File: src/design/mandelbrot_escape_time_pixel_unit_macros.svh
// assertion macros shared by the pixel unit
`ifndef MANDELBROT_ESCAPE_TIME_PIXEL_UNIT_MACROS_SVH
`define MANDELBROT_ESCAPE_TIME_PIXEL_UNIT_MACROS_SVH

// same-cycle implication, checked outside reset
`define MET_ASSERT_IMPLY(label, clk, rst_n, ante, cons) \
    label: assert property (@(posedge clk) disable iff (!rst_n) (ante) |-> (cons)) \
        else $error("same-cycle check failed");

// next-cycle implication, checked outside reset
`define MET_ASSERT_NEXT(label, clk, rst_n, ante, cons) \
    label: assert property (@(posedge clk) disable iff (!rst_n) (ante) |=> (cons)) \
        else $error("next-cycle check failed");

`endif

File: src/design/met_pkg.sv
// shared constants, register codes and control types of the pixel unit
package met_pkg;

    localparam int MET_FRAC_BITS   = 26;
    localparam int MET_COORD_WIDTH = 32;

    localparam int CFG_W     = 32;
    localparam int CFG_IDX_W = 3;
    localparam int VIEW_W    = 16;
    localparam int PIX_W     = 16;
    localparam int CNT_W     = 16;

    localparam logic [CFG_W-1:0]  RST_REAL_MIN   = 32'hF800_0000;
    localparam logic [CFG_W-1:0]  RST_REAL_MAX   = 32'h0400_0000;
    localparam logic [CFG_W-1:0]  RST_IMAG_MIN   = 32'hFA00_0000;
    localparam logic [CFG_W-1:0]  RST_IMAG_MAX   = 32'h0600_0000;
    localparam logic [VIEW_W-1:0] RST_VIEW_W     = 16'd1024;
    localparam logic [VIEW_W-1:0] RST_VIEW_H     = 16'd1024;
    localparam logic [CNT_W-1:0]  RST_ITER_LIMIT = 16'd256;

    typedef enum logic [CFG_IDX_W-1:0] {
        CFG_REAL_MIN   = 3'd0,
        CFG_REAL_MAX   = 3'd1,
        CFG_IMAG_MIN   = 3'd2,
        CFG_IMAG_MAX   = 3'd3,
        CFG_VIEW_WIDTH = 3'd4,
        CFG_VIEW_HGT   = 3'd5,
        CFG_ITER_LIMIT = 3'd6
    } t_cfg_idx;

    typedef enum logic {
        AXIS_REAL = 1'b0,
        AXIS_IMAG = 1'b1
    } t_axis;

    typedef struct packed {
        logic  load;
        logic  calc_range;
        t_axis axis;
        logic  prod;
        logic  div_start;
        logic  map_store;
        logic  init;
        logic  square;
        logic  step;
        logic  result_load;
    } t_cmd;

    typedef struct packed {
        logic div_done;
        logic finish;
    } t_status;

endpackage

File: src/design/met_ctrl.sv
// sequencer for mapping, iteration and result handoff
module met_ctrl
    import met_pkg::*;
(
    input  logic    i_clk,
    input  logic    i_rst_n,
    input  logic    i_in_valid,
    output logic    o_in_stall,
    output logic    o_out_valid,
    input  logic    i_out_stall,
    output t_cmd    o_cmd,
    input  t_status i_status
);

    typedef enum logic [3:0] {
        S_IDLE,
        S_RANGE,
        S_PROD,
        S_DIV,
        S_WAIT,
        S_MAP,
        S_INIT,
        S_SQ,
        S_UPD,
        S_DONE
    } t_state;

    t_state r_state;
    t_axis  r_axis;
    logic   r_out_valid;

    logic   in_xfer;
    logic   out_xfer;
    logic   out_free;

    assign in_xfer  = i_in_valid && (r_state == S_IDLE);
    assign out_xfer = r_out_valid && !i_out_stall;
    assign out_free = !r_out_valid || !i_out_stall;

    always_comb begin
        o_cmd      = '0;
        o_cmd.axis = r_axis;
        case (r_state)
            S_IDLE:  o_cmd.load        = in_xfer;
            S_RANGE: o_cmd.calc_range  = 1'b1;
            S_PROD:  o_cmd.prod        = 1'b1;
            S_DIV:   o_cmd.div_start   = 1'b1;
            S_MAP:   o_cmd.map_store   = 1'b1;
            S_INIT:  o_cmd.init        = 1'b1;
            S_SQ:    o_cmd.square      = 1'b1;
            S_UPD:   o_cmd.step        = !i_status.finish;
            S_DONE:  o_cmd.result_load = out_free;
            default: o_cmd             = '0;
        endcase
    end

    always_ff @(posedge i_clk) begin
        if (!i_rst_n) begin
            r_state     <= S_IDLE;
            r_axis      <= AXIS_REAL;
            r_out_valid <= 1'b0;
        end else begin
            if (r_state == S_DONE && out_free) begin
                r_out_valid <= 1'b1;
            end else if (out_xfer) begin
                r_out_valid <= 1'b0;
            end
            case (r_state)
                S_IDLE: begin
                    if (in_xfer) begin
                        r_state <= S_RANGE;
                    end
                end
                S_RANGE: begin
                    r_axis  <= AXIS_REAL;
                    r_state <= S_PROD;
                end
                S_PROD: r_state <= S_DIV;
                S_DIV:  r_state <= S_WAIT;
                S_WAIT: begin
                    if (i_status.div_done) begin
                        r_state <= S_MAP;
                    end
                end
                S_MAP: begin
                    if (r_axis == AXIS_REAL) begin
                        r_axis  <= AXIS_IMAG;
                        r_state <= S_PROD;
                    end else begin
                        r_state <= S_INIT;
                    end
                end
                S_INIT: r_state <= S_SQ;
                S_SQ:   r_state <= S_UPD;
                S_UPD: begin
                    r_state <= i_status.finish ? S_DONE : S_SQ;
                end
                S_DONE: begin
                    if (out_free) begin
                        r_state <= S_IDLE;
                    end
                end
                default: r_state <= S_IDLE;
            endcase
        end
    end

    assign o_in_stall  = (r_state != S_IDLE);
    assign o_out_valid = r_out_valid;

endmodule

File: config.mk
export PLATFORM = sky130hd
export DESIGN_NAME = met_ctrl
export DESIGN_NICKNAME = d
export VERILOG_FILES = /design/src/design/mandelbrot_escape_time_pixel_unit_macros.svh /design/src/design/met_pkg.sv /design/src/design/met_ctrl.sv
export SDC_FILE = /design/constraint.sdc
export NUM_CORES = 1
export LEC_CHECK = 0
export ABC_AREA = 1
export BUFFER_PORTS_ARGS = -buffer_cell sky130_fd_sc_hd__buf_2
export CAP_MARGIN = 10
export CORE_AREA = 5 5 42 44
export DETAILED_ROUTE_END_ITERATION = 10
export DIE_AREA = 0 0 47 49
export PLACE_DENSITY = 0.61
export SLEW_MARGIN = 20
export SYNTH_ARGS = -nofsm -noshare
export SYNTH_HDL_FRONTEND = slang
export SYNTH_SLANG_ARGS = --single-unit
File: constraint.sdc
create_clock -name i_clk -period 1.1 [get_ports i_clk]
set_clock_uncertainty 0.1 [all_clocks]
set_input_delay 0.11 -clock i_clk [delete_from_list [all_inputs] [get_ports i_clk]]
set_output_delay 0.11 -clock i_clk [all_outputs]
set_load 0.005 [all_outputs]
==> results list, run 1 <==
* Number of DRC markers in iteration 0: 3
- Worst slew margin relative to its limit: 85.7%
- Gate count after technology mapping: 65
- Number of port buffers: 17
* Total number of vias: 548
- Pwr Density: 1050 nW/um^2
* Seq/Total Area, Yosys: 28.5%
- Standard cell core area: 1400 um^2
- Number of levels in the clock H-tree: 1
* Hold path startpoint: i_out_stall
- Internal power comes to 563 uW.
- After clock tree synthesis, the clock-pin slew on the worst setup and hold paths is 40 ps.
- Fraction of layout instances using a drive strength above 1: 70.3%
- IR analysis of the VDD net gives a maximum drop of 0.580 mV.
- The endpoint identified for the worst register-to-register timing path is r_state[0].
- After the last flow step, the layout net total stands at 109.
* Seq pwr share: 32.2%
- The via count of the first global-routing pass is 507.
- Drt first pass iters: 2
- Based on the critical path, the design can be clocked at up to 740 MHz.
- Counting every net in the synthesized netlist gives 71.
- Routability-driven placement finished with a final weighted congestion of 0.786.
* Final HPWL DP: 838 um
* Number of storage elements in the synthesis netlist: 6
- After layout, the minimum clock period comes to 1350 ps.
* Sum Neg Setup Slack: -2490 ps
* Share of the cycle needed by the critical path after routing: 123%
* TritonCTS Buffers: 3
* RSZ-0062 raised after global routing: true
- After detailed routing, the average wire length per cell comes to 11.9 um.
- CP Class: flip-flop to primary output
- From synthesis to final layout, the design area changed by 94.7%.
- For the worst-skew pair, the clock arrives at the later sink with an insertion delay of 240 ps.
* Detail-routed via count per cell: 4.68
- Class of the tightest hold or removal check: input pin to flip-flop
- Proportion of synthesized flip-flops having asynchronous set or reset: 0%
- Most common cell after layout, fill and taps aside: sky130_fd_sc_hd__buf_2
- For this run the aggregate overflow at the end of global routing stands at 0.
- Diodes inserted: 0
- Antenna violations before repair: 0
* Final setup violating endpoints: 15
* FF-to-FF Start: r_state[2]
- The final number of hold-violating endpoints was 0.
- Final routed wirelength across all metal layers: 1.40 mm
* Synth cell types: 17
- Leak Pwr: 0.000451 uW
- Hold worst-path end: o_out_valid
- The die covers 2300 um^2.
- Outcome: finished, violations left
- Max-cap violations in this run came to 0.
* Worst-case setup slack after placement: -80.6 ps
- The floorplan has 14 rows.
* Leading cell types in the layout, fill and taps excluded: sky130_fd_sc_hd__buf_2, sky130_fd_sc_hd__buf_6, sky130_fd_sc_hd__inv_1, sky130_fd_sc_hd__buf_4, sky130_fd_sc_hd__nand2_1
* Critical path arrival: 1140 ps
- Of all nets on the critical path, the largest fanout is 4.
- The initial utilization of the core area, before any placement, comes to 30.1%.
- DRC violations left: 0
- Pin count of the biggest net entering global routing: 7
- Root cell of the clock tree: sky130_fd_sc_hd__clkbuf_4
* Violations in the final reports: setup timing
- The synthesized design contains 0 enable-type register cells.
* Yosys warning total: 0
- In this run the power spent charging and discharging nets is 295 uW.
* Proportion of total power due to net switching: 34.4%
- Number of inserted filler cells in the final layout: 134
- Global routing usage summed across all routing layers: 11.5%
- Per report_power, the clock group accounts for 22.5% of the total.
* Flip-flop cell with the highest count after synthesis: sky130_fd_sc_hd__dfxtp_1
- Setup slack on the critical path of the routed design comes to -252 ps.
- In this run the mean area of a mapped cell was 6.49 um^2.
- Kind of start point of the critical path: flip-flop
- Worst setup slack for register-to-register paths: -190 ps
- TritonCTS built the clock tree.
- At the worst endpoint, the required time is 890 ps.
- Cell area after synthesis: 422 um^2
* Global-route wire length before repair: 1.97 mm
- Die Y: 49 um
- The clock net in this run drives a total of 6 sinks.
* Measured slew at the worst slew-check pin: 212 ps
* Endpoint kind of the worst setup timing path: primary output
- Maximum clock path buffer count: 2
- Once detail routing completed, the nets flagged for antenna violations numbered 0.
- Fin. max-slew vios: 0
- Number of stages on the worst hold path: 3
- The worst register-to-register path has a depth of 8.
- Share of power burned in combinational logic: 45.3%
* Top Ports: 18
* Width of the die: 47 um
## worst max path at each step
| stage | depth (start not counted) | end | from | slack, ps |
|---|---|---|---|---|
| after floorplan | 5 | r_state[2] | r_state[1] | 10 |
| after global placement | 3 | o_cmd[6] | r_state[1] | -100 |
| after detailed placement | 6 | r_state[0] | r_state[1] | -80 |
| after CTS | 5 | o_cmd[1] | r_state[1] | -210 |
| after global routing | 5 | o_cmd[0] | r_state[3] | -310 |
| final | 5 | o_cmd[1] | r_state[0] | -250 |
## power by group through the flow
stage	registers (uW)	clock network [uW]	logic, uW
floorplan	267	0	139
global placement	272	0	210
detailed placement	271	0	212
CTS	269	204	329
global route	280	210	423
finish	276	193	388
## area by class of cell
cell class | count | area [um^2] | share of cell area [%]
multi-input cells | 44 | 324 | 39.5
flip-flops and latches | 6 | 135 | 16.5
inverters | 15 | 60.1 | 7.32
well taps | 16 | 20.0 | 2.44
repair buffers | 33 | 259 | 31.6
clock buffers | 3 | 22.5 | 2.74
## routing by layer
layer / wire length, um / part of all wire, % / vias to the layer above / global-route usage [%]
met4: 18 / 1.3 / 0 / 4.15
met2: 756 / 54 / 12 / 20.8
met1: 575 / 41 / 259 / 13.1
met5: 0 / 0 / - / 0
li1: - / - / 275 / -
met3: 47 / 3.4 / 2 / 1.11
## metrics by stage
stage	power (uW)	hold WS [ps]	util, %	instance area, um^2	instances
floorplan	406	108	-	427	65
finish	858	63.1	58.6	821	117
global placement	482	206	39.0	547	100
CTS	803	44.0	51.8	726	113
global route	913	75.9	58.6	821	117
detailed placement	483	214	39.0	547	100
## cells in the mapped netlist, types with 2 or more instances
| cell | n | share of area (%) |
|---|---|---|
| sky130_fd_sc_hd__nand3_2 | 3 | 7.1 |
| sky130_fd_sc_hd__inv_1 | 10 | 8.9 |
| sky130_fd_sc_hd__nor2_1 | 9 | 8.0 |
| sky130_fd_sc_hd__dfxtp_1 | 6 | 28 |
| sky130_fd_sc_hd__nand2_1 | 14 | 12 |
| sky130_fd_sc_hd__inv_2 | 3 | 2.7 |
| sky130_fd_sc_hd__nor2_4 | 4 | 11 |
| sky130_fd_sc_hd__a21oi_1 | 3 | 3.6 |
| sky130_fd_sc_hd__nand3_1 | 4 | 4.7 |
| sky130_fd_sc_hd__clkinv_1 | 2 | 1.8 |
## repair_timing
item                                    in CTS  in global routing
hold endpoints to repair                     1                  0
gates resized for setup                     22                 20
hold buffers                                 1                  0
setup buffers                                9                  6
endpoints found under the setup margin      15                 16
pin swaps                                    8                  7
## logic make-up (layout without fill, tap and decap cells)
kind of cell | after synthesis | in the layout | synth area share (%)
AO/OA/AOI/OAI | 6 | 6 | 8.60
buffers and inverters | 15 | 51 | 13.4
flip-flops | 6 | 6 | 28.5
AND/OR/NAND/NOR | 38 | 38 | 49.6
## flip-flops by register name, summed over array words and instances (netlist names)
name / count
o_out_valid: 1
r_axis: 1
r_state: 4
## critical path: stages, from the launching register on
cell and delay [ps]:
sky130_fd_sc_hd__dfxtp_4 360, sky130_fd_sc_hd__nor2_4 160, sky130_fd_sc_hd__buf_6 120, sky130_fd_sc_hd__nand3_2 80
sky130_fd_sc_hd__clkinv_1 70, sky130_fd_sc_hd__buf_2 110
No activity file was read; power rests on OpenSTA's default activity.
==> run 2: changes to the inputs <==
--- a/config.mk
+++ b/config.mk
@@ -6,12 +6,12 @@
 export NUM_CORES = 1
 export LEC_CHECK = 0
 export ABC_AREA = 1
-export BUFFER_PORTS_ARGS = -buffer_cell sky130_fd_sc_hd__buf_2
 export CAP_MARGIN = 10
 export CORE_AREA = 5 5 42 44
 export DETAILED_ROUTE_END_ITERATION = 10
 export DIE_AREA = 0 0 47 49
-export PLACE_DENSITY = 0.61
+export DONT_BUFFER_PORTS = 1
+export PLACE_DENSITY = 0.49
 export SLEW_MARGIN = 20
 export SYNTH_ARGS = -nofsm -noshare
 export SYNTH_HDL_FRONTEND = slang
==> run 2 against run 1 <==
First-iteration DRC count rose to 3.3 times the previous value; count of clock-buffer cells in the layout unchanged; the run ends with hold timing, setup timing left; sequential power about the same; worst hold slack worse by 140 ps; final cell count down 9.4%.
==> results list, run 2 (synthesis gave the netlist of run 1 again) <==
- Total overflow reported by the global router: 0 (unchanged)
* Via count of the first global-routing pass: 479 (-5.5%)
* TritonCTS Buffers: 3 (unchanged)
* Path depth of the worst reg2reg path: 8 (unchanged)
* Critical path's largest stage delay: 370 ps (about the same)
- Clock tree from TritonCTS: yes
- The transition time at the pin with the least slew margin is 207 ps (-5.44 ps).
* Share of the cycle needed by the critical path after routing: 121% (-1.4 points)
- FF-to-FF Start: r_state[2]
- Number of levels in the clock H-tree: 1 (unchanged)
- Die Y: 49 um (unchanged)
- Number of DRC markers in iteration 0: 10 (+7)
- The maximum vdd drop is 0.770 mV (+33%).
- The maximum root-to-sink buffer count is 2 (unchanged).
- Violations in the final reports: hold timing, setup timing
* Die area: 2300 um^2 (unchanged)
- The total wire length after detailed routing came to 1.30 mm (-7.1%).
- Endpoint kind of the worst setup timing path: primary output
* Kind of start point of the critical path: flip-flop
* Leak Pwr: 0.000402 uW (-11%)
- Cell chain of the critical path: buf_6 > nor4_4 > buf_4
- The reg2reg setup slack came to -100 ps (+90 ps).
* Top Ports: 18 (unchanged)
- Source-to-sink clock delay at the later pin of the worst-skew pair: 250 ps (about the same)
* Required time reported for the critical path endpoint: 890 ps (about the same)
* Number of buffers and inverters on the critical path: 2 (-1)
- The final critical path time including I/O delays and setup was 1340 ps (-15.4 ps).
- Number of stages on the worst hold path: 2 (-1)
* Final setup violating endpoints: 15 (unchanged)
- The total power divided by cell area came to 1090 nW/um^2 (+4.4%).
- The total routing usage reported by global routing was 11.8% (+0.26 points).
- Share of power burned in combinational logic: 43.1% (-2.2 points)
- The final cell count without fillers was 106 (-9.4%).
- Sum Neg Setup Slack: -2020 ps (+469 ps)
- The post-placement worst setup slack was -79.5 ps (+1.08 ps).
- The signal arrival time at the worst endpoint is 1130 ps (about the same).
* Multi-input combinational cell area: 322 um^2 (-0.77%)
* Core occupancy in the finished layout: 55.2% (-3.4 points)
- Broken down by cell family, the worst path's largest delay share belongs to flip-flops.
* Biggest register: r_state
- Proportion of total power due to net switching: 35.1% (+0.71 points)
* Hold worst-path end: o_out_valid
- The count of TritonRoute iterations in the first routing pass was 3 (+1).
- Setup repair after global routing could not meet its margin everywhere.
- Diodes inserted: 0 (unchanged)
* Highest clock frequency the design can meet: 748 MHz (+1.2%)
- Global-route wire length before repair: 2.00 mm (+1.4%)
- The highest net fanout along the worst path was 5 (+1).
* Capturing point of the worst reg2reg path: r_state[0]
- Number of inserted filler cells in the final layout: 138 (+3.0%)
* Power spent charging and discharging nets: 297 uW (+0.39%)
- Max FFs per register: 4 (unchanged)
* Hold Fails Final Rpt: 2 (+2)
- CP Class: flip-flop to primary output
- Count of hold buffers inserted by post-cts repair: 1 (unchanged)
- Remaining number of nets flagged by the antenna check after routing: 0 (unchanged)
* Standard-cell rows: 14 (unchanged)
- The pin count of the biggest net entering global routing was 7 (unchanged).
- Relative to the synthesized area, the layout overhead comes to 83.4%.
- The flow ran to the end, but the final reports show violations.
- Fin. max-slew vios: 0 (unchanged)
- The total number of clock tree sinks is 6 (unchanged).
* Most common cell after layout, fill and taps aside: sky130_fd_sc_hd__buf_6
- The worst hold slack after final layout is -73.1 ps (-136 ps).
* Antenna violations before repair: 0 (unchanged)
* Final HPWL DP: 873 um (+4.2%)
* Average detailed-routed wire length per instance: 12.2 um (+2.5%)
- The sequential cell area in the final layout was 135 um^2 (unchanged).
- Int Pwr: 547 uW (-2.7%)
* Class of the tightest hold or removal check: input pin to flip-flop
- Width of the die: 47 um (unchanged)
* Number of port buffers: 0 (-17)
- Total power: 844 uW (-1.7%)
- GPL Wtd Cong: 0.740 (-5.8%)
- MaxCap Viol Count: 0 (unchanged)
- DRC violations left: 0 (unchanged)
- Clock network fraction of total power: 24.2% (+1.7 points)
- The area of the placeable core was 1400 um^2 (unchanged).
- The worst setup slack after layout was -236 ps (+15.4 ps).
- Among all stages on the critical path, the largest delay is contributed by sky130_fd_sc_hd__dfxtp_4.
- NumNets Final: 98 (-10%)
- The portion of total power attributed to sequential cells came to 32.7% (+0.5 points).
- The clock-pin slew of the registers on the worst-case setup and hold paths was 50 ps (about the same).
* Starting density of the core: 30.1% (unchanged)
- The via density per instance is 4.54 (-3.1%).
* Root cell of the clock tree: sky130_fd_sc_hd__clkbuf_4
* Hold path startpoint: i_out_stall
* Instance count after placement with tap cells included: 91 (-9.0%)
* Leading cell types in the layout, fill and taps excluded: sky130_fd_sc_hd__buf_6, sky130_fd_sc_hd__nand2_1, sky130_fd_sc_hd__inv_1, sky130_fd_sc_hd__buf_4
* Fraction of layout instances using a drive strength above 1: 63.3% (-7.0 points)
- The routed via count was 481 (-12%).
* Worst slew margin relative to its limit: 86.2% (+0.48 points)
-- run 2: cell type report --
| cell class | count | area share, % |
|---|---|---|
| tap | 16 | 2.59 |
| sequential | 6 | 17.5 |
| clock buffer | 3 | 2.91 |
| multi-input combinational | 44 | 41.6 |
| timing repair buffer | 22 | 27.5 |
| inverter | 15 | 7.93 |
-- run 2: stage by stage --
stage	hold WS, ps	instance area (um^2)
finish	-73.1	773
global route	-57.1	773
CTS	-77.4	713
detailed placement	117	522
global placement	111	522
floorplan	108	427
-- run 2: how the worst max path moves through the flow --
stage               start    endpoint  slack, ps  cells after the start
5_1_grt        r_state[3]    o_cmd[6]       -290                      3
6_report       r_state[3]    o_cmd[6]       -240                      3
3_3_place_gp   r_state[1]    o_cmd[6]        -80                      3
4_1_cts        r_state[2]    o_cmd[6]       -230                      3
3_5_place_dp   r_state[1]  r_state[0]        -80                      6
2_1_floorplan  r_state[1]  r_state[2]         10                      5
-- run 2: metal layers --
| metal | track usage (%) | share of wire (%) |
|---|---|---|
| met5 | 0 | 0 |
| met4 | 5.53 | 1.4 |
| met3 | 3.69 | 4.3 |
| met1 | 14.5 | 44 |
| met2 | 17.9 | 50 |
-- run 2: timing repair --
action / 4_1_cts / 5_1_grt
endpoints found under the hold margin: 5 / 1
pin swaps: 6 / 11
setup endpoints to repair: 15 / 16
setup buffers: 8 / 4
resized for setup: 31 / 8
-- run 2: power groups by stage --
stage / registers (uW) / logic, uW / clock network [uW]
6_report: 276 / 364 / 205
5_1_grt: 278 / 394 / 232
4_1_cts: 273 / 296 / 217
3_5_place_dp: 274 / 212 / 0
3_3_place_gp: 274 / 212 / 0
2_1_floorplan: 267 / 139 / 0
==> run 3: changes to the inputs <==
--- a/config.mk
+++ b/config.mk
@@ -7,11 +7,14 @@
 export LEC_CHECK = 0
 export ABC_AREA = 1
 export CAP_MARGIN = 10
-export CORE_AREA = 5 5 42 44
+export CELL_PAD_IN_SITES_DETAIL_PLACEMENT = 2
+export CELL_PAD_IN_SITES_GLOBAL_PLACEMENT = 2
+export CORE_AREA = 5 5 48 50
 export DETAILED_ROUTE_END_ITERATION = 10
-export DIE_AREA = 0 0 47 49
+export DIE_AREA = 0 0 53 55
 export DONT_BUFFER_PORTS = 1
-export PLACE_DENSITY = 0.49
+export PLACE_DENSITY = 0.65
+export RECOVER_POWER = 100
 export SLEW_MARGIN = 20
 export SYNTH_ARGS = -nofsm -noshare
 export SYNTH_HDL_FRONTEND = slang
==> run 3 against run 2 <==
The flow still finishes with violations (hold timing, setup timing); worst setup slack better by 36 ps; register-to-register slack lost 100 ps; total power is 8.9% lower; sequential share of layout area is 1.2 points higher; via count up 3.7%; utilization fell by 16 points; maximum frequency up 2.8%; die area is 27% higher; combinational power down 18%; count of clock-buffer cells in the layout is the same; wire length is 30% higher.
==> results list, run 3 (synthesis gave the netlist of run 1 again) <==
- Number of inserted filler cells in the final layout: 228 (+65%)
- The via count of the first global-routing pass came to 565 (+18%).
* Die area: 2920 um^2 (+27%)
- The horizontal extent of the die is 53 um (+13%).
- The worst hold slack after final layout was -3.59 ps (+69.5 ps).
- The total power divided by cell area is 1060 nW/um^2 (-2.5%).
* Kind of start point of the critical path: flip-flop
- The cell sitting at the root of the clock tree is a sky130_fd_sc_hd__clkbuf_4.
* Count of hold buffers inserted by post-cts repair: 1 (unchanged)
- Most common cell after layout, fill and taps aside: sky130_fd_sc_hd__buf_4
- Outcome: finished, violations left
* Biggest register: r_state
- GPL Wtd Cong: 0.758 (+2.5%)
- The tightest min-delay check is of the input pin to flip-flop type.
* Diodes inserted: 0 (unchanged)
* Drt first pass iters: 3 (unchanged)
- Leading cell types in the layout, fill and taps excluded: sky130_fd_sc_hd__buf_4, sky130_fd_sc_hd__nand2_1, sky130_fd_sc_hd__inv_1, sky130_fd_sc_hd__inv_2, sky130_fd_sc_hd__nor2_4
* Top Ports: 18 (unchanged)
* Final routed wirelength across all metal layers: 1.68 mm (+30%)
- The number of violations reported at the end of detailed-routing iteration 0 was 2 (-8).
- Worst supply voltage drop on vdd: 0.662 mV (-14%)
* Highest clock frequency the design can meet: 769 MHz (+2.8%)
- The final critical path time including I/O delays and setup came to 1300 ps (-35.8 ps).
- The critical path required time was 890 ps (about the same).
- The placed standard-cell area is 543 um^2 (+4.1%).
* Fin. max-slew vios: 0 (unchanged)
- The final cell utilization of the core was 38.8% (-16 points).
- Starting density of the core: 22.6% (-7.4 points)
- CP Class: flip-flop to primary output
- The flip-flop count of the largest register, all copies and words added is 4 (unchanged).
- TritonCTS built the clock tree.
* Detail-routed via count per cell: 4.34 (-4.4%)
* Source-to-sink clock delay at the later pin of the worst-skew pair: 240 ps (about the same)
- The worst setup path is captured at a primary output.
- Maximum fanout along the worst path: 6 (+1)
* Final HPWL DP: 1.20 mm (+38%)
- Total number of vias: 499 (+3.7%)
* Global-route wire length before repair: 2.54 mm (+27%)
* Critical path arrival: 1090 ps (-40 ps)
- Area growth syn-to-layout: 71.2%
- TritonCTS Buffers: 3 (unchanged)
* Area of all placed cells without fillers: 722 um^2 (-6.6%)
- DRC violations left: 0 (unchanged)
* Violations in the final reports: hold timing, setup timing
- Die Y: 55 um (+12%)
- The post-placement worst setup slack is -173 ps (-93.6 ps).
- The static leakage came to 0.000384 uW (-4.4%).
- Share of the cycle needed by the critical path after routing: 118% (-3.3 points)
* Antenna violations before repair: 0 (unchanged)
- The average wire length per cell after detail routing came to 14.6 um (+20%).
* Instance count after placement with tap cells included: 103 (+13%)
- NumNets Final: 96 (-2.0%)
- RSZ-0062 raised after global routing: true
* Hold Fails Final Rpt: 1 (-1)
- The total number of clock tree sinks was 6 (unchanged).
* Fraction of layout instances using a drive strength above 1: 64.8% (+1.4 points)
- Measured slew at the worst slew-check pin: 242 ps (+34.5 ps)
- The maximum root-to-sink buffer count is 2 (unchanged).
- The setup-violating endpoint count in the final report is 17 (+2).
- Pin count of the biggest net entering global routing: 7 (unchanged)
* Clock Pin Slew Worst Setup and Hold Paths: 40 ps (about the same)
* Standard-cell rows: 16 (+2)
- Fin cells: 115 (+8.5%)
- Total overflow reported by the global router: 0 (unchanged)
- Worst slew margin relative to its limit: 83.9% (-2.3 points)
* Number of levels in the clock H-tree: 1 (unchanged)
- Sum Neg Setup Slack: -2410 ps (-397 ps)
- Number of port buffers: 0 (unchanged)
* MaxCap Viol Count: 0 (unchanged)
- Remaining number of nets flagged by the antenna check after routing: 0 (unchanged)
- The total routing usage reported by global routing is 13.0% (+1.3 points).
- The worst setup slack after layout came to -201 ps (+35.8 ps).
- The area of the placeable core was 1860 um^2 (+33%).
==> run 3: cell types whose count changed in the layout (fill, tap and decap cells not counted), sizes merged <==
cell    before  now
clkbuf       3    4
buf         21   18
==> run 3: worst paths after layout <==
kind,from,to,slack [ps],depth (start not counted)
max,r_state[3],o_cmd[2],-200,5
min,i_out_stall,o_out_valid,-4,2
max reg2reg,r_state[1],r_state[0],-200,7
min reg2reg,r_axis,r_state[2],380,2
==> run 3: per-layer routing <==
| layer | up-vias | share of wire, % | track usage [%] |
|---|---|---|---|
| met5 | - | 0 | 0 |
| met4 | 0 | 1.5 | 10.2 |
| met3 | 4 | 3.6 | 5.09 |
| met2 | 11 | 56 | 22.9 |
| met1 | 236 | 39 | 12.2 |
| li1 | 248 | - | - |
==> run 3: final cells by class <==
| type | count | area [um^2] | area share (%) |
|---|---|---|---|
| multi-input combinational | 44 | 304 | 42.1 |
| timing repair buffer | 20 | 168 | 23.2 |
| sequential | 6 | 135 | 18.7 |
| inverter | 15 | 58.8 | 8.15 |
| tap | 27 | 33.8 | 4.68 |
| clock buffer | 3 | 22.5 | 3.12 |
==> run 3: through the flow <==
step	hold slack (ps)	total power (uW)
after floorplan	108	406
after global placement	109	500
after detailed placement	121	513
after CTS	-49.0	764
after global routing	-15.3	846
final	-3.59	769
==> run 3: worst max-delay path: stages (launching register included) <==
cell	delay, ps
sky130_fd_sc_hd__dfxtp_4	360
sky130_fd_sc_hd__buf_4	140
sky130_fd_sc_hd__nor2_4	130
sky130_fd_sc_hd__buf_6	120
sky130_fd_sc_hd__nand2_4	40
sky130_fd_sc_hd__inv_2	50
==> run 3: repair_timing <==
action | in CTS | in global routing
endpoints found under the setup margin | 17 | 17
gates cloned | 0 | 0
pin swaps | 3 | 7
resized for setup | 21 | 9
buffers inserted | 5 | 3
endpoints found under the hold margin | 2 | 1
==> run 3: where the power goes <==
group / internal, uW / switching [uW] / total, uW
Clock: 123 / 70.0 / 193
Combinational: 138 / 162 / 299
Sequential: 237 / 39.3 / 277
Total: 498 / 271 / 769
